--- config.mk ---
export PLATFORM = sky130hd
export DESIGN_NAME = plob_ram
export DESIGN_NICKNAME = d
export VERILOG_FILES = /design/src/plob_ram.sv
export SDC_FILE = /design/constraint.sdc
export NUM_CORES = 1
export LEC_CHECK = 0
export ABC_AREA = 0
export BUFFER_PORTS_ARGS = -buffer_cell sky130_fd_sc_hd__buf_4
export CAP_MARGIN = 20
export CELL_PAD_IN_SITES_DETAIL_PLACEMENT = 1
export CELL_PAD_IN_SITES_GLOBAL_PLACEMENT = 2
export CORE_ASPECT_RATIO = 0.7
export CORE_MARGIN = 2
export CORE_UTILIZATION = 43
export CTS_BUF_LIST = sky130_fd_sc_hd__clkbuf_16
export DETAILED_ROUTE_END_ITERATION = 6
export HOLD_SLACK_MARGIN = 0.03
export PLACE_DENSITY = 0.72
export SLEW_MARGIN = 15
export SYNTH_ARGS = -nofsm -noshare
export SYNTH_HDL_FRONTEND = slang
export SYNTH_SLANG_ARGS = --single-unit
--- constraint.sdc ---
create_clock -name i_clk -period 1.8 [get_ports i_clk]
set_input_delay 0.36 -clock i_clk [delete_from_list [all_inputs] [get_ports i_clk]]
set_output_delay 0.36 -clock i_clk [all_outputs]
set_load 0.02 [all_outputs]
--- src/plob_ram.sv ---
`default_nettype none

module plob_ram #(
    parameter int WIDTH = 8,
    parameter int DEPTH = 16,
    localparam int AW = (DEPTH > 1) ? $clog2(DEPTH) : 1
) (
    input  wire logic             i_clk,
    input  wire logic             i_we,
    input  wire logic [AW-1:0]    i_waddr,
    input  wire logic [WIDTH-1:0] i_wdata,
    input  wire logic [AW-1:0]    i_raddr,
    output logic [WIDTH-1:0]      o_rdata
);

    logic [WIDTH-1:0] mem [DEPTH];
    logic [WIDTH-1:0] r_rdata;

    always_ff @(posedge i_clk) begin
        if (i_we) begin
            mem[i_waddr] <= i_wdata;
        end
        r_rdata <= mem[i_raddr];
    end

    assign o_rdata = r_rdata;

endmodule

`default_nettype wire

==> impl_metrics.json, run 1 <==
{
  "outcome": "completed",
  "finalInstanceArea_um2": 6346,
  "r2r_end": "o_rdata[7]$_DFF_P_",
  "slew_viol_final": 0,
  "placed_cell_area_um2": 5668,
  "r2r-start": "mem[3][7]$_DFFE_PP_",
  "worst-slew-pin-transition_ps": 808.7,
  "syn-num-nets": 247,
  "hpwl_mm": 6.860,
  "grt_pass1_wl_mm": 16.57,
  "fin_crit_ps": 1372,
  "htreeDepth": 4,
  "postCtsSetupRepairBufs": 0,
  "synth-edff-count": 128,
  "grt_pass1_vias": 2673,
  "cp_cell_sequence": "mux4_2 -> a22oi_1 -> nand2_1",
  "timing.fmax_mhz": 729.0,
  "syn_area_um2": 5147,
  "hold_violations": 0,
  "grt_max_degree": 17,
  "pwr_density_cell_nw_per_um2": 1251,
  "dr.pass1.iters": 4,
  "ir_drop_mv": 0.7544,
  "nNetsFinal": 305,
  "place.gp.congestion": 0.7213,
  "cap_violations": 0,
  "synth_cell_types": 19,
  "crit_fanout": 1,
  "num_vias": 2512,
  "rrSetupSlack_ps": 430,
  "period_share_pct": 76.21,
  "seq_area_frac_synth_pct": 77.78,
  "synth_top_flop_cell": "edfxtp_1",
  "hp-class": "in2reg",
  "holdPathStages": 1,
  "cts_tree": "built",
  "detail_route.wl_per_cell_um": 24.19,
  "cts.sinks": 136,
  "cts-resized-gates": 0,
  "grtUsageMet3_pct": 5.529,
  "dieArea_um2": 12880,
  "insertion_delay_ps": 420,
  "cts_buffer_depth": 2,
  "io_buffers": 25,
  "fin_util_pct": 54.31,
  "synthArstFlopShare_pct": 0,
  "top_usage_layer": "met2",
  "die_y_um": 95.54,
  "cts-root-buf": "clkbuf_16",
  "antenna_found_initial": 0,
  "avgSynthCellArea_um2": 22.48,
  "grt_util_met2_pct": 30.16,
  "drive_gt1_share_pct": 32.78,
  "hold_start": "i_wdata[0]",
  "start_util_pct": 44.05,
  "start_kind": "flip-flop",
  "grt_util_met1_pct": 25.67,
  "grt_remaining_overflow": 0,
  "setup-violations-final": 0,
  "groute.usage.overall_pct": 19.01,
  "ios": 26,
  "crit_path_top_delay_cell": "mux4_2",
  "clock_skew_ps": 5.823,
  "die_x_um": 134.8,
  "slew_headroom_pct": 45.98,
  "fillers": 1025,
  "synth_area_leader_cell": "edfxtp_1",
  "synth-seq-cells": 136,
  "whs_ps": 246.7,
  "via_per_inst": 5.509,
  "postSynthCellCount": 229,
  "cp-end-kind": "flip-flop",
  "drc": 0,
  "synth_top_cell_area_share_pct": 74.67,
  "synth_warnings": 0,
  "critPathRequiredTime_ps": 2090,
  "hold_end": "mem[9][0]$_DFFE_PP_",
  "synth_most_common_cell": "edfxtp_1",
  "rows": 33,
  "worstSetupPathType": "reg2reg",
  "r2r_cells": 3,
  "core_area_um2": 11690,
  "drt_wl_total_mm": 11.03,
  "synth_common_cells": "edfxtp_1 (128), mux4_2 (18), a22oi_1 (16)",
  "clkTransAtPathRegs_ps": 60,
  "antenna_left": 0,
  "arrival_ps": 1660,
  "cts_hold_buf": 0,
  "drt-initial-drc-count": 247,
  "rsz0062_at_grt": "no",
  "cpPeakStageDelay_ps": 470,
  "synth_area_leaders": "edfxtp_1 (75%), mux4_2 (7.9%), mux4_1 (7.1%)",
  "p_leak_uw": 0.002182,
  "area_delta_synth_final_pct": 23.29,
  "antenna_cells": 0,
  "worst-path-buf-inv": 0,
  "cp_top_family": "multiplexers",
  "cts_buffers": 17
}
[worst reg2reg max path, stage by stage, from the launching register on]
cell and delay [ps]:
edfxtp_1 360, mux4_2 470, a22oi_1 300, nand2_1 120
[metrics by stage]
step	power (µW)	TNS [ps]	std cells	setup slack (ps)
finish	7940	0	456	428.3
global route	8151	0	456	357.9
CTS	7998	0	456	413.3
floorplan	3827	0	229	173.9
global placement	4009	0	425	16.11
detailed placement	4020	-19.96	425	-12.60
[registers in the layout (all words and copies together), names as in the netlist]
signal	flops
mem	128
o_rdata	8
[placed cells by master (no fill, tap or decap), drive strengths merged]
cell type | synthesis | routed
a22oi | 16 | 16
and2 | 1 | 1
and2b | 1 | 1
buf | 7 | 49
bufinv | 0 | 7
clkbuf | 0 | 17
clkinv | 0 | 5
clkinvlp | 0 | 1
dfxtp | 8 | 8
edfxtp | 128 | 128
inv | 0 | 1
mux4 | 32 | 32
nand2 | 9 | 9
nand2b | 2 | 2
nand3 | 1 | 1
nand3b | 2 | 2
nor2 | 13 | 13
nor2b | 1 | 1
nor3 | 4 | 4
or3b | 1 | 1
[per-layer routing]
metal,vias up,share of wire [%]
met5,-,0
met1,1354,47
met2,54,47
met3,15,4.4
li1,1089,-
met4,0,1.4
[how the worst max path moves through the flow]
stage / endpoint / start / cells after the start / slack, ps
6_report: o_rdata[7]$_DFF_P_ / mem[3][7]$_DFFE_PP_ / 3 / 430
3_3_place_gp: o_rdata[5]$_DFF_P_ / i_raddr[0] / 5 / 20
2_1_floorplan: mem[3][0]$_DFFE_PP_ / i_waddr[2] / 2 / 170
5_1_grt: o_rdata[5]$_DFF_P_ / i_raddr[0] / 5 / 360
3_5_place_dp: o_rdata[7]$_DFF_P_ / i_raddr[0] / 5 / -10
4_1_cts: o_rdata[7]$_DFF_P_ / mem[3][7]$_DFFE_PP_ / 3 / 410
[cell type report]
cell class	count	area [µm²]	area share, %
Clock buffer	17	425.4	6.703
Multi-Input combinational cell	83	1062	16.74
Timing Repair Buffer	49	405.4	6.388
Clock inverter	14	252.7	3.983
Sequential cell	136	4004	63.09
Tap cell	157	196.4	3.095
[cell families (layout without fill, tap and decap cells)]
kind of cell           count (synthesis)  count (layout)  synth area share [%]
muxes                                 32              32                 15.02
AOI/OAI and AO/OA                     16              16                 2.334
buffers and inverters                 10              80                 1.677
and+or+nand+nor                       35              35                 3.184
DFF                                  136             136                 77.78
[where the power goes]
group / total [µW] / switching, µW / leakage [µW] / internal (µW)
Clock: 3990 / 1270 / 0.000328 / 2720
Combinational: 387 / 212 / 0.000630 / 175
Sequential: 3570 / 26.1 / 0.00122 / 3540
Total: 7940 / 1510 / 0.00218 / 6430
(Power assumes the default switching activity.)
==> run 2: changes to the inputs <==
Clock period 1.8 ns to 1.26 ns, I/O delays scaled along.
==> run 2 against run 1 <==
Net effect: largest cell class unchanged; wire length is 5.1% lower; sequential share of layout area is 0.66 points lower; flip-flop and latch count stayed put; design area is 1.1% higher; hold slack worse by 100 ps; critical path depth stayed put; cell count is 1.1% higher; first-iteration DRC count is 32% lower; clock skew is 3.4 ps higher; via count is 4.0% lower; the flow now finishes with violations (setup timing); global-route usage is 0.69 points lower.
==> impl_metrics.json, run 2 (synthesized netlist as in run 1, its figures left out) <==
{
  "arrival_ps": 1570,
  "worstSetupPathType": "reg2reg",
  "pwr_density_cell_nw_per_um2": 1686,
  "insertion_delay_ps": 410,
  "dieArea_um2": 12880,
  "die_x_um": 134.8,
  "die_y_um": 95.54,
  "start_util_pct": 44.05,
  "multiInputGateArea_um2": 1091,
  "p_leak_uw": 0.002146,
  "grt_pass1_vias": 2675,
  "cts_tree": "built",
  "grt_max_degree": 17,
  "slew_headroom_pct": 38.55,
  "pre_cts_ws_ps": -324.3,
  "place.gp.congestion": 0.7085,
  "num_vias": 2412,
  "slew_viol_final": 0,
  "period_share_pct": 100.8,
  "cts.sinks": 136,
  "ios": 26,
  "groute.usage.overall_pct": 18.32,
  "cp-end-kind": "flip-flop",
  "crit_fanout": 1,
  "setup-violations-final": 1,
  "core_area_um2": 11690,
  "fin_crit_ps": 1271,
  "antenna_left": 0,
  "ir_drop_mv": 1.068,
  "drc": 0,
  "clock_skew_ps": 9.260,
  "critPathRequiredTime_ps": 1550,
  "top_register": "mem",
  "hpwl_mm": 6.643,
  "regArea_um2": 4004,
  "nNetsFinal": 309,
  "final_cell_mix": "edfxtp_1 (128), buf_4 (44), mux4_2 (32), clkbuf_16 (17), nor2_1 (10)",
  "drt-initial-drc-count": 169,
  "start_kind": "flip-flop",
  "antenna_found_initial": 0,
  "layout.cells.most_common": "edfxtp_1",
  "worst-slew-pin-transition_ps": 918.4,
  "drive_gt1_share_pct": 42.43,
  "violations": "setup timing",
  "area_delta_synth_final_pct": 24.60,
  "grt_pass1_wl_mm": 16.22,
  "hold_violations": 0,
  "antenna_cells": 0,
  "fin_util_pct": 54.89,
  "drt_wl_total_mm": 10.46,
  "cts-root-buf": "clkbuf_16",
  "cap_violations": 0,
  "tns_ps": -10.57,
  "outcome": "complete, but fails checks",
  "rows": 33,
  "htreeDepth": 4,
  "timing.fmax_mhz": 787.0,
  "io_buffers": 25,
  "hp-class": "in2reg",
  "setup_ws_ps": -10.57,
  "grt_remaining_overflow": 0,
  "fillers": 1018,
  "rsz0062_at_grt": "yes",
  "clkTransAtPathRegs_ps": 60,
  "cts_buffer_depth": 2,
  "via_per_inst": 5.232,
  "detail_route.wl_per_cell_um": 22.69,
  "cts_buffers": 17,
  "dr.pass1.iters": 4,
  "largest_register_ffs": 128
}
-- run 2: worst max-delay path, cell delays in order (launching register included) --
cell and delay [ps]:
edfxtp_1 380, mux4_2 490, a22oi_2 200, nand2_1 90
-- run 2: path summary, 6_finish.rpt --
check | startpoint | depth (start not counted) | end | slack (ps)
max | mem[8][5]$_DFFE_PP_ | 3 | o_rdata[5]$_DFF_P_ | -10
min | i_wdata[0] | 1 | mem[0][0]$_DFFE_PP_ | 140
max reg2reg | mem[8][5]$_DFFE_PP_ | 3 | o_rdata[5]$_DFF_P_ | -10
min reg2reg | mem[14][3]$_DFFE_PP_ | 3 | o_rdata[3]$_DFF_P_ | 670
-- run 2: final cells by class --
cell class / count / area share [%]
Tap cell: 157 / 3.063
Sequential cell: 136 / 62.43
Multi-Input combinational cell: 83 / 17.01
Clock inverter: 15 / 2.907
Timing Repair Buffer: 53 / 7.959
Clock buffer: 17 / 6.633
-- run 2: what timing repair did --
| action | CTS | global route |
|---|---|---|
| cloned | 0 | 0 |
| pin swaps | 2 | 6 |
| buffers inserted | 0 | 0 |
| resized for setup | 6 | 2 |
| hold buffers | 0 | 0 |
| endpoints found under the setup margin | 6 | 8 |
-- run 2: per-stage QoR --
step | instances | cell area (µm²) | power, µW | hold slack, ps
6_report | 461 | 6414 | 10810 | 143.8
4_1_cts | 461 | 6404 | 10910 | 128.9
5_1_grt | 461 | 6414 | 11130 | 142.8
2_1_floorplan | 229 | 5184 | 5500 | 350.9
3_3_place_gp | 429 | 5771 | 5772 | 560.0
3_5_place_dp | 429 | 5771 | 5787 | 568.0
-- run 2: metal layers --
metal	GRT usage, %	vias to the layer above	routed length, µm	share of wire (%)
met5	0	-	0	0
met4	5.789	0	59	0.56
met3	4.944	6	675	6.5
met2	28.60	67	5035	48
met1	25.46	1249	4691	45
li1	-	1090	-	-
-- run 2: report_power, final --
part | internal [µW] | leakage [µW] | total [µW] | switching, µW
Sequential | 5060 | 0.00122 | 5090 | 33.6
Clock | 3280 | 0.000299 | 5110 | 1830
Combinational | 285 | 0.000624 | 604 | 319
