### config.mk
export PLATFORM = sky130hd
export DESIGN_NAME = plob_ctrl_flat
export DESIGN_NICKNAME = d
export VERILOG_FILES = /design/src/plob_pkg.sv /design/src/plob_if.sv /design/src/plob_ctrl.sv /design/src/flat_wrapper.sv
export SDC_FILE = /design/constraint.sdc
export NUM_CORES = 1
export LEC_CHECK = 0
export ABC_AREA = 1
export BUFFER_PORTS_ARGS = -buffer_cell sky130_fd_sc_hd__buf_2
export CORE_AREA = 4 4 261 263
export CTS_BUF_LIST = sky130_fd_sc_hd__clkbuf_4
export CTS_CLUSTER_DIAMETER = 200
export DETAILED_ROUTE_END_ITERATION = 6
export DIE_AREA = 0 0 265 267
export GPL_ROUTABILITY_DRIVEN = 0
export PLACE_DENSITY = 0.76
export REMOVE_ABC_BUFFERS = 1
export SLEW_MARGIN = 15
export SYNTH_ARGS = -nofsm -noshare
export SYNTH_HDL_FRONTEND = slang
export SYNTH_SLANG_ARGS = --single-unit
### constraint.sdc
create_clock -name i_clk -period 39.4 [get_ports i_clk]
set_clock_uncertainty 0.1 [all_clocks]
set_input_delay 3.94 -clock i_clk [delete_from_list [all_inputs] [get_ports i_clk]]
set_output_delay 3.94 -clock i_clk [all_outputs]
set_load 0.01 [all_outputs]
### src/plob_pkg.sv
`default_nettype none

package plob_pkg;

    localparam int BOOKS_DEF   = 16;
    localparam int LEVELS_DEF  = 32;
    localparam int SLOT_IN_W   = 4;
    localparam int PRICE_W     = 64;
    localparam int SIZE_W      = 32;
    localparam int STAT_W      = 32;
    localparam int LEVEL_W     = PRICE_W + SIZE_W;

    localparam logic SIDE_BID = 1'b0;
    localparam logic SIDE_ASK = 1'b1;

    typedef struct packed {
        logic [SLOT_IN_W-1:0]      book_slot;
        logic                      side;
        logic signed [PRICE_W-1:0] level_price;
        logic [SIZE_W-1:0]         level_size;
        logic                      evt_last;
    } t_in_item;

    typedef struct packed {
        logic                      bid_valid;
        logic signed [PRICE_W-1:0] best_bid_price;
        logic [SIZE_W-1:0]         best_bid_size;
        logic                      ask_valid;
        logic signed [PRICE_W-1:0] best_ask_price;
        logic [SIZE_W-1:0]         best_ask_size;
        logic                      stable;
        logic                      insert_dropped;
        logic [STAT_W-1:0]         update_count;
        logic [STAT_W-1:0]         delete_count;
        logic [STAT_W-1:0]         crossed_count;
        logic [STAT_W-1:0]         locked_count;
    } t_result;

    typedef enum logic [3:0] {
        S_CLEAR,
        S_IDLE,
        S_META,
        S_SCAN,
        S_DECIDE,
        S_DMOVE,
        S_IMOVE,
        S_IPUT,
        S_MWR,
        S_RB,
        S_RA,
        S_OUT
    } t_state;

    function automatic logic price_lt(input logic [PRICE_W-1:0] a,
                                      input logic [PRICE_W-1:0] b);
        price_lt = $signed(a) < $signed(b);
    endfunction

endpackage

`default_nettype wire

### src/plob_if.sv
`default_nettype none

interface plob_in_if import plob_pkg::*; ();
    logic     valid;
    logic     ready;
    t_in_item data;
    modport source (output valid, output data, input ready);
    modport sink (input valid, input data, output ready);
endinterface


`default_nettype wire

### src/plob_ctrl.sv
`default_nettype none

module plob_ctrl import plob_pkg::*; #(
    parameter int BOOKS           = BOOKS_DEF,
    parameter int LEVELS_PER_SIDE = LEVELS_DEF,
    localparam int SLOT_W = (BOOKS > 1) ? $clog2(BOOKS) : 1,
    localparam int LVL_W  = $clog2(LEVELS_PER_SIDE),
    localparam int CNT_W  = $clog2(LEVELS_PER_SIDE + 1),
    localparam int LA_W   = 1 + SLOT_W + LVL_W,
    localparam int META_W = 2 * CNT_W + 1
) (
    input  wire logic              i_clk,
    input  wire logic              i_rst_n,
    plob_in_if.sink                i_in,
    output logic                   o_res_valid,
    input  wire logic              i_res_take,
    output t_result                o_res,
    output logic                   o_lv_we,
    output logic [LA_W-1:0]        o_lv_waddr,
    output logic [LEVEL_W-1:0]     o_lv_wdata,
    output logic [LA_W-1:0]        o_lv_raddr,
    input  wire logic [LEVEL_W-1:0] i_lv_rdata,
    output logic                   o_mt_we,
    output logic [SLOT_W-1:0]      o_mt_waddr,
    output logic [META_W-1:0]      o_mt_wdata,
    output logic [SLOT_W-1:0]      o_mt_raddr,
    input  wire logic [META_W-1:0] i_mt_rdata
);

    t_state r_state, n_state;

    logic [SLOT_W-1:0]  r_clr;
    logic [SLOT_W-1:0]  r_slot;
    logic               r_side;
    logic [PRICE_W-1:0] r_price;
    logic [SIZE_W-1:0]  r_size;
    logic               r_done;
    logic [CNT_W-1:0]   r_n, r_idx, r_pos, r_bcnt, r_acnt;
    logic               r_hit, r_drop;
    logic [PRICE_W-1:0] r_bp;
    logic [SIZE_W-1:0]  r_bs;
    logic [STAT_W-1:0]  r_upd, r_del, r_crs, r_lck;
    t_result            r_res;

    logic [SLOT_W-1:0]  slot_map;
    logic [PRICE_W-1:0] rd_price;
    logic [SIZE_W-1:0]  rd_size;
    logic [CNT_W-1:0]   m_bcnt, m_acnt, meta_n;
    logic               s_eq, s_lt, s_last, size_zero;
    logic               bv, av, crs, lck;
    logic [PRICE_W-1:0] ap, bp;
    logic [SIZE_W-1:0]  as_v, bs_v;
    logic [STAT_W-1:0]  upd_nx, del_nx, crs_nx, lck_nx;

    // book slot reduced modulo the number of books
    always_comb begin
        slot_map = '0;
        for (int k = 0; k < (1 << SLOT_IN_W); k++) begin
            if (i_in.data.book_slot == SLOT_IN_W'(k)) begin
                slot_map = SLOT_W'(k % BOOKS);
            end
        end
    end

    assign rd_price  = i_lv_rdata[LEVEL_W-1:SIZE_W];
    assign rd_size   = i_lv_rdata[SIZE_W-1:0];
    assign m_bcnt    = i_mt_rdata[META_W-1:CNT_W+1];
    assign m_acnt    = i_mt_rdata[CNT_W:1];
    assign meta_n    = r_side ? m_acnt : m_bcnt;
    assign s_eq      = rd_price == r_price;
    assign s_lt      = price_lt(r_price, rd_price);
    assign s_last    = CNT_W'(r_idx + 1'b1) == r_n;
    assign size_zero = r_size == '0;

    assign bv   = r_bcnt != '0;
    assign av   = r_acnt != '0;
    assign bp   = bv ? r_bp : '0;
    assign bs_v = bv ? r_bs : '0;
    assign ap   = av ? rd_price : '0;
    assign as_v = av ? rd_size : '0;
    assign crs  = bv && av && r_done && price_lt(ap, bp);
    assign lck  = bv && av && r_done && (ap == bp);

    assign upd_nx = r_upd + 1'b1;
    assign del_nx = size_zero ? r_del + 1'b1 : r_del;
    assign crs_nx = crs ? r_crs + 1'b1 : r_crs;
    assign lck_nx = lck ? r_lck + 1'b1 : r_lck;

    // next state
    always_comb begin
        n_state = r_state;
        unique case (r_state)
            S_CLEAR:  if (r_clr == SLOT_W'(BOOKS - 1)) n_state = S_IDLE;
            S_IDLE:   if (i_in.valid) n_state = S_META;
            S_META:   n_state = (meta_n == '0) ? S_DECIDE : S_SCAN;
            S_SCAN:   if (s_eq || s_lt || s_last) n_state = S_DECIDE;
            S_DECIDE: begin
                if (r_hit) begin
                    if (!size_zero || CNT_W'(r_pos + 1'b1) >= r_n) begin
                        n_state = S_MWR;
                    end else begin
                        n_state = S_DMOVE;
                    end
                end else if (size_zero || r_n == CNT_W'(LEVELS_PER_SIDE)) begin
                    n_state = S_MWR;
                end else if (r_n > r_pos) begin
                    n_state = S_IMOVE;
                end else begin
                    n_state = S_IPUT;
                end
            end
            S_DMOVE:  if (CNT_W'(r_idx + 2'd2) >= r_n) n_state = S_MWR;
            S_IMOVE:  if (r_idx <= CNT_W'(r_pos + 1'b1)) n_state = S_IPUT;
            S_IPUT:   n_state = S_MWR;
            S_MWR:    n_state = S_RB;
            S_RB:     n_state = S_RA;
            S_RA:     n_state = S_OUT;
            S_OUT:    if (i_res_take) n_state = S_IDLE;
            default:  n_state = S_IDLE;
        endcase
    end

    // memory controls and handshake outputs
    always_comb begin
        o_lv_we     = 1'b0;
        o_lv_waddr  = '0;
        o_lv_wdata  = i_lv_rdata;
        o_lv_raddr  = '0;
        o_mt_we     = 1'b0;
        o_mt_waddr  = r_slot;
        o_mt_wdata  = {r_bcnt, r_acnt, r_done};
        o_mt_raddr  = slot_map;
        i_in.ready  = r_state == S_IDLE;
        o_res_valid = r_state == S_OUT;
        unique case (r_state)
            S_CLEAR: begin
                o_mt_we    = 1'b1;
                o_mt_waddr = r_clr;
                o_mt_wdata = '0;
            end
            S_META: o_lv_raddr = {r_side, r_slot, LVL_W'(0)};
            S_SCAN: o_lv_raddr = {r_side, r_slot, LVL_W'(r_idx + 1'b1)};
            S_DECIDE: begin
                if (r_hit && !size_zero) begin
                    o_lv_we    = 1'b1;
                    o_lv_waddr = {r_side, r_slot, r_pos[LVL_W-1:0]};
                    o_lv_wdata = {r_price, r_size};
                end else if (r_hit) begin
                    o_lv_raddr = {r_side, r_slot, LVL_W'(r_pos + 1'b1)};
                end else begin
                    o_lv_raddr = {r_side, r_slot, LVL_W'(r_n - 1'b1)};
                end
            end
            S_DMOVE: begin
                o_lv_we    = 1'b1;
                o_lv_waddr = {r_side, r_slot, r_idx[LVL_W-1:0]};
                o_lv_raddr = {r_side, r_slot, LVL_W'(r_idx + 2'd2)};
            end
            S_IMOVE: begin
                o_lv_we    = 1'b1;
                o_lv_waddr = {r_side, r_slot, r_idx[LVL_W-1:0]};
                o_lv_raddr = {r_side, r_slot, LVL_W'(r_idx - 2'd2)};
            end
            S_IPUT: begin
                o_lv_we    = 1'b1;
                o_lv_waddr = {r_side, r_slot, r_pos[LVL_W-1:0]};
                o_lv_wdata = {r_price, r_size};
            end
            S_MWR: begin
                o_mt_we    = 1'b1;
                o_lv_raddr = {SIDE_BID, r_slot, LVL_W'(r_bcnt - 1'b1)};
            end
            S_RB: o_lv_raddr = {SIDE_ASK, r_slot, LVL_W'(0)};
            default: ;
        endcase
    end

    always_ff @(posedge i_clk) begin
        if (!i_rst_n) begin
            r_state <= S_CLEAR;
            r_clr   <= '0;
            r_upd   <= '0;
            r_del   <= '0;
            r_crs   <= '0;
            r_lck   <= '0;
        end else begin
            r_state <= n_state;
            case (r_state)
                S_CLEAR: r_clr <= r_clr + 1'b1;
                S_IDLE: begin
                    if (i_in.valid) begin
                        r_slot  <= slot_map;
                        r_side  <= i_in.data.side;
                        r_price <= i_in.data.level_price;
                        r_size  <= i_in.data.level_size;
                        r_done  <= i_in.data.evt_last;
                    end
                end
                S_META: begin
                    r_bcnt <= m_bcnt;
                    r_acnt <= m_acnt;
                    r_n    <= meta_n;
                    r_idx  <= '0;
                    r_pos  <= '0;
                    r_hit  <= 1'b0;
                    r_drop <= 1'b0;
                end
                S_SCAN: begin
                    if (s_eq) begin
                        r_hit <= 1'b1;
                        r_pos <= r_idx;
                    end else if (s_lt) begin
                        r_pos <= r_idx;
                    end else if (s_last) begin
                        r_pos <= r_n;
                    end else begin
                        r_idx <= r_idx + 1'b1;
                    end
                end
                S_DECIDE: begin
                    if (r_hit && size_zero) begin
                        r_idx <= r_pos;
                        if (r_side) r_acnt <= r_acnt - 1'b1;
                        else        r_bcnt <= r_bcnt - 1'b1;
                    end else if (!r_hit && !size_zero) begin
                        if (r_n == CNT_W'(LEVELS_PER_SIDE)) begin
                            r_drop <= 1'b1;
                        end else begin
                            r_idx <= r_n;
                            if (r_side) r_acnt <= r_acnt + 1'b1;
                            else        r_bcnt <= r_bcnt + 1'b1;
                        end
                    end
                end
                S_DMOVE: r_idx <= r_idx + 1'b1;
                S_IMOVE: r_idx <= r_idx - 1'b1;
                S_RB: begin
                    r_bp <= rd_price;
                    r_bs <= rd_size;
                end
                S_RA: begin
                    r_upd <= upd_nx;
                    r_del <= del_nx;
                    r_crs <= crs_nx;
                    r_lck <= lck_nx;
                    r_res <= '{bid_valid: bv, best_bid_price: bp, best_bid_size: bs_v,
                               ask_valid: av, best_ask_price: ap, best_ask_size: as_v,
                               stable: r_done, insert_dropped: r_drop,
                               update_count: upd_nx, delete_count: del_nx,
                               crossed_count: crs_nx, locked_count: lck_nx};
                end
                default: ;
            endcase
        end
    end

    assign o_res = r_res;

endmodule

`default_nettype wire

### src/flat_wrapper.sv
// flat-port wrapper written by rule: the top's interface ports become plain ports
module plob_ctrl_flat import plob_pkg::*;
#(
    parameter int BOOKS           = BOOKS_DEF,
    parameter int LEVELS_PER_SIDE = LEVELS_DEF,
    localparam int SLOT_W = (BOOKS > 1) ? $clog2(BOOKS) : 1,
    localparam int LVL_W  = $clog2(LEVELS_PER_SIDE),
    localparam int CNT_W  = $clog2(LEVELS_PER_SIDE + 1),
    localparam int LA_W   = 1 + SLOT_W + LVL_W,
    localparam int META_W = 2 * CNT_W + 1
)
  (i_clk, i_rst_n, o_res_valid, i_res_take, o_res, o_lv_we, o_lv_waddr, o_lv_wdata, o_lv_raddr, i_lv_rdata, o_mt_we, o_mt_waddr, o_mt_wdata, o_mt_raddr, i_mt_rdata, i_in_valid, i_in_data, i_in_ready);
  plob_in_if i_in_i ();
  input  wire logic i_clk;
  input  wire logic i_rst_n;
  output logic o_res_valid;
  input  wire logic i_res_take;
  output t_result o_res;
  output logic o_lv_we;
  output logic [LA_W-1:0] o_lv_waddr;
  output logic [LEVEL_W-1:0] o_lv_wdata;
  output logic [LA_W-1:0] o_lv_raddr;
  input  wire logic [LEVEL_W-1:0] i_lv_rdata;
  output logic o_mt_we;
  output logic [SLOT_W-1:0] o_mt_waddr;
  output logic [META_W-1:0] o_mt_wdata;
  output logic [SLOT_W-1:0] o_mt_raddr;
  input  wire logic [META_W-1:0] i_mt_rdata;
  input wire logic [$bits(i_in_i.valid)-1:0] i_in_valid;
  input wire logic [$bits(i_in_i.data)-1:0] i_in_data;
  output wire logic [$bits(i_in_i.ready)-1:0] i_in_ready;
  assign i_in_i.valid = i_in_valid;
  assign i_in_i.data = i_in_data;
  assign i_in_ready = i_in_i.ready;
  plob_ctrl #(.BOOKS(BOOKS), .LEVELS_PER_SIDE(LEVELS_PER_SIDE)) u_core (.i_clk(i_clk), .i_rst_n(i_rst_n), .i_in(i_in_i), .o_res_valid(o_res_valid), .i_res_take(i_res_take), .o_res(o_res), .o_lv_we(o_lv_we), .o_lv_waddr(o_lv_waddr), .o_lv_wdata(o_lv_wdata), .o_lv_raddr(o_lv_raddr), .i_lv_rdata(i_lv_rdata), .o_mt_we(o_mt_we), .o_mt_waddr(o_mt_waddr), .o_mt_wdata(o_mt_wdata), .o_mt_raddr(o_mt_raddr), .i_mt_rdata(i_mt_rdata));
endmodule
==> results.json <==
{
  "setup_viol": 0,
  "start_util": 0.5235,
  "vdd_drop_max_v": 0.00003168,
  "fin_nets": 4828,
  "status": "complete, but fails checks",
  "numCtsBuffers": 177,
  "fp.dieW_um": 265,
  "cts_resized": 0,
  "worstSetupEndpointType": "output port",
  "ioPinCount": 680,
  "die_area_um2": 70760,
  "place_area_um2": 38490,
  "seq_area_um2": 19360,
  "critPathLaunchType": "primary input",
  "synth_seq_area_share": 0.5634,
  "antenna_found_initial": 14,
  "n_fill_cell": 5490,
  "cts_tree": "yes",
  "grt-ovfl-total": 0,
  "final_common_cell": "nand2_1",
  "cts.sinks": 690,
  "p_leak_nw": 19.17,
  "max_cap_violations": 0,
  "rows": 94,
  "clk_pin_slew_ns": 0.06,
  "path_class": "in -> out",
  "drt_iter0_markers": 2943,
  "cp_max_fo": 3,
  "syn_area_um2": 34360,
  "fin_crit_sh": 0.2219,
  "violations": "DRC",
  "cts_buffer_depth": 3,
  "worst_pin_slew_ns": 1.153,
  "synth_edf_count": 554,
  "fmax_mhz": 114.4,
  "crit_required_ns": 35.36,
  "yosysWarnings": 0,
  "grt_pass1_wl_um": 155600,
  "dp_hpwl_um": 76700,
  "coreArea_um2": 65630,
  "wirelength_um": 104300,
  "layout_common_cells": "nand2_1 (846), buf_2 (678), inv_1 (614)",
  "wl_per_cell_um": 19.11,
  "p_per_area_nw_per_um2": 46.82,
  "gr-usage-all-layers": 0.2844,
  "postSynthAreaPerCell_um2": 9.329,
  "cts_setup_buffers": 0,
  "fin_area_um2": 40860,
  "dr_total_vias": 28910,
  "synth-async-reset-ratio": 0,
  "cts_hold_buf": 0,
  "drive_above_1_share": 0.2263,
  "insertion_delay_ns": 1.00,
  "slew_viol_final": 0,
  "hold_path.class": "reg -> reg",
  "drcViolationCount": 7,
  "finalCriticalPeriod_ns": 8.743,
  "finalSetupTns_ns": 0,
  "multi_input_area_um2": 12140,
  "synthCells": 3683,
  "dieHeight_um": 267,
  "grt_pass1_vias": 27090,
  "ys_seq_elements": 690,
  "antenna_left": 0,
  "synthToLayoutAreaGrowth_pct": 18.93,
  "rsz0062_at_grt": "no",
  "vias_per_cell": 5.295,
  "synth_flop_cell": "edfxtp_1",
  "yosysUniqueCellTypes": 56,
  "cts_root_buffer": "clkbuf_4",
  "portBuffers": 678,
  "cts_htree_levels": 4,
  "first_pass_iters": 7,
  "final-hold-violation-count": 0,
  "grt_start_max_net_pins": 159,
  "slew_headroom": 0.2305,
  "crit_arrival_ns": 4.70
}
## stage by stage
stage               std cells  worst slack, ns    util  power [mW]  hold slack, ns
floorplan                3563            18.08       -       1.133          0.3003
global placement         5125            30.68  0.5865       1.277          0.3234
detailed placement       5125            30.69  0.5865       1.287          0.3135
CTS                      5450            30.60  0.6223       1.922          0.3415
global route             5460            30.27  0.6226       2.015          0.3484
finish                   5460            30.66  0.6226       1.913          0.3497
## synth_stat cells (2+ instances only)
library cell / n / area [µm²]
nand4_2: 3 / 37.54
o22ai_1: 9 / 56.30
nand4_1: 74 / 462.9
o311ai_0: 2 / 17.52
o21bai_1: 3 / 22.52
o221ai_1: 3 / 26.28
a221oi_1: 2 / 17.52
inv_1: 614 / 2305
inv_2: 10 / 37.54
nand3_2: 5 / 50.05
nor4_1: 23 / 143.9
nand3_1: 101 / 505.5
a31oi_1: 6 / 37.54
xnor2_1: 4 / 35.03
buf_1: 14 / 52.55
a21o_1: 4 / 30.03
nor2_2: 13 / 81.33
o21ai_1: 65 / 325.3
nand2_2: 2 / 12.51
o31ai_1: 3 / 22.52
xor2_1: 139 / 1217
o21ai_0: 174 / 870.8
buf_2: 38 / 190.2
ha_1: 172 / 2152
buf_4: 7 / 52.55
o21a_1: 7 / 52.55
dfxtp_1: 136 / 2723
clkbuf_1: 57 / 214.0
o211ai_1: 8 / 60.06
edfxtp_1: 554 / 16640
nor3b_2: 2 / 25.02
buf_6: 3 / 33.78
and3_1: 3 / 18.77
nor2_4: 5 / 56.30
nor3_2: 8 / 80.08
nor2_1: 297 / 1115
nor3_1: 56 / 280.3
a21oi_1: 194 / 970.9
nand2_1: 846 / 3176
## state kept, by name, summed over array words and instances (netlist names)
register        count
u_core.r_bs        32
u_core.r_acnt       6
u_core.r_del       32
u_core.r_done       1
u_core.r_n          6
u_core.r_idx        6
u_core.r_price     64
u_core.o_res      324
u_core.r_slot       4
u_core.r_pos        6
u_core.r_bp        64
u_core.r_bcnt       6
u_core.r_drop       1
u_core.r_hit        1
u_core.r_crs       32
u_core.r_clr        4
u_core.r_upd       32
u_core.r_state      4
u_core.r_lck       32
u_core.r_side       1
u_core.r_size      32
## worst max-delay path, stage by stage
cell     delay (ns)
buf_2          0.12
inv_1          0.06
o21ai_0        0.36
buf_2          0.22
## report_power, final
| part | switching (mW) | internal (mW) | leakage [nW] |
|---|---|---|---|
| combinational | 0.269 | 0.130 | 11.7 |
| clock | 0.302 | 0.331 | 1.38 |
| sequential | 0.0378 | 0.842 | 6.13 |
## cell type report
class / count / area share
Timing Repair Buffer: 698 / 0.08702
Sequential cell: 690 / 0.4737
Inverter: 625 / 0.05753
Antenna cell: 10 / 0.0006124
Clock buffer: 267 / 0.04905
Tap cell: 864 / 0.02646
Clock inverter: 58 / 0.008420
Multi-Input combinational cell: 2248 / 0.2972
## layer usage
layer | up-vias | routed length (µm) | GRT usage
li1 | 13780 | - | -
met1 | 13360 | 39940 | 0.3577
met2 | 1474 | 49460 | 0.4654
met3 | 289 | 10540 | 0.07974
met4 | 6 | 4356 | 0.1196
met5 | - | 35 | 0
## path summary, 6_finish.rpt
| path | from | endpoint | slack, ns | cells after the start |
|---|---|---|---|---|
| worst max register to register | u_core.r_bcnt[0] | u_core.o_res[43] | 33.39 | 15 |
| worst max-delay path | i_lv_rdata[79] | o_lv_wdata[79] | 30.66 | 4 |
| worst min-delay path | u_core.r_drop | u_core.o_res[128] | 0.35 | 0 |
| worst min register to register | u_core.r_drop | u_core.o_res[128] | 0.35 | 0 |
## cell families (layout without fill, tap and decap cells)
logic type	after synthesis	after routing	synth area share
AOI/OAI and AO/OA	488	488	0.07531
xor gates and xnor gates	143	143	0.03645
adders and majority gates	173	173	0.06322
buffers and inverters	745	1648	0.08423
DFF	690	690	0.5634
other	0	10	0
and+or+nand+nor	1444	1444	0.1773
No activity file was read; power rests on OpenSTA's default activity.
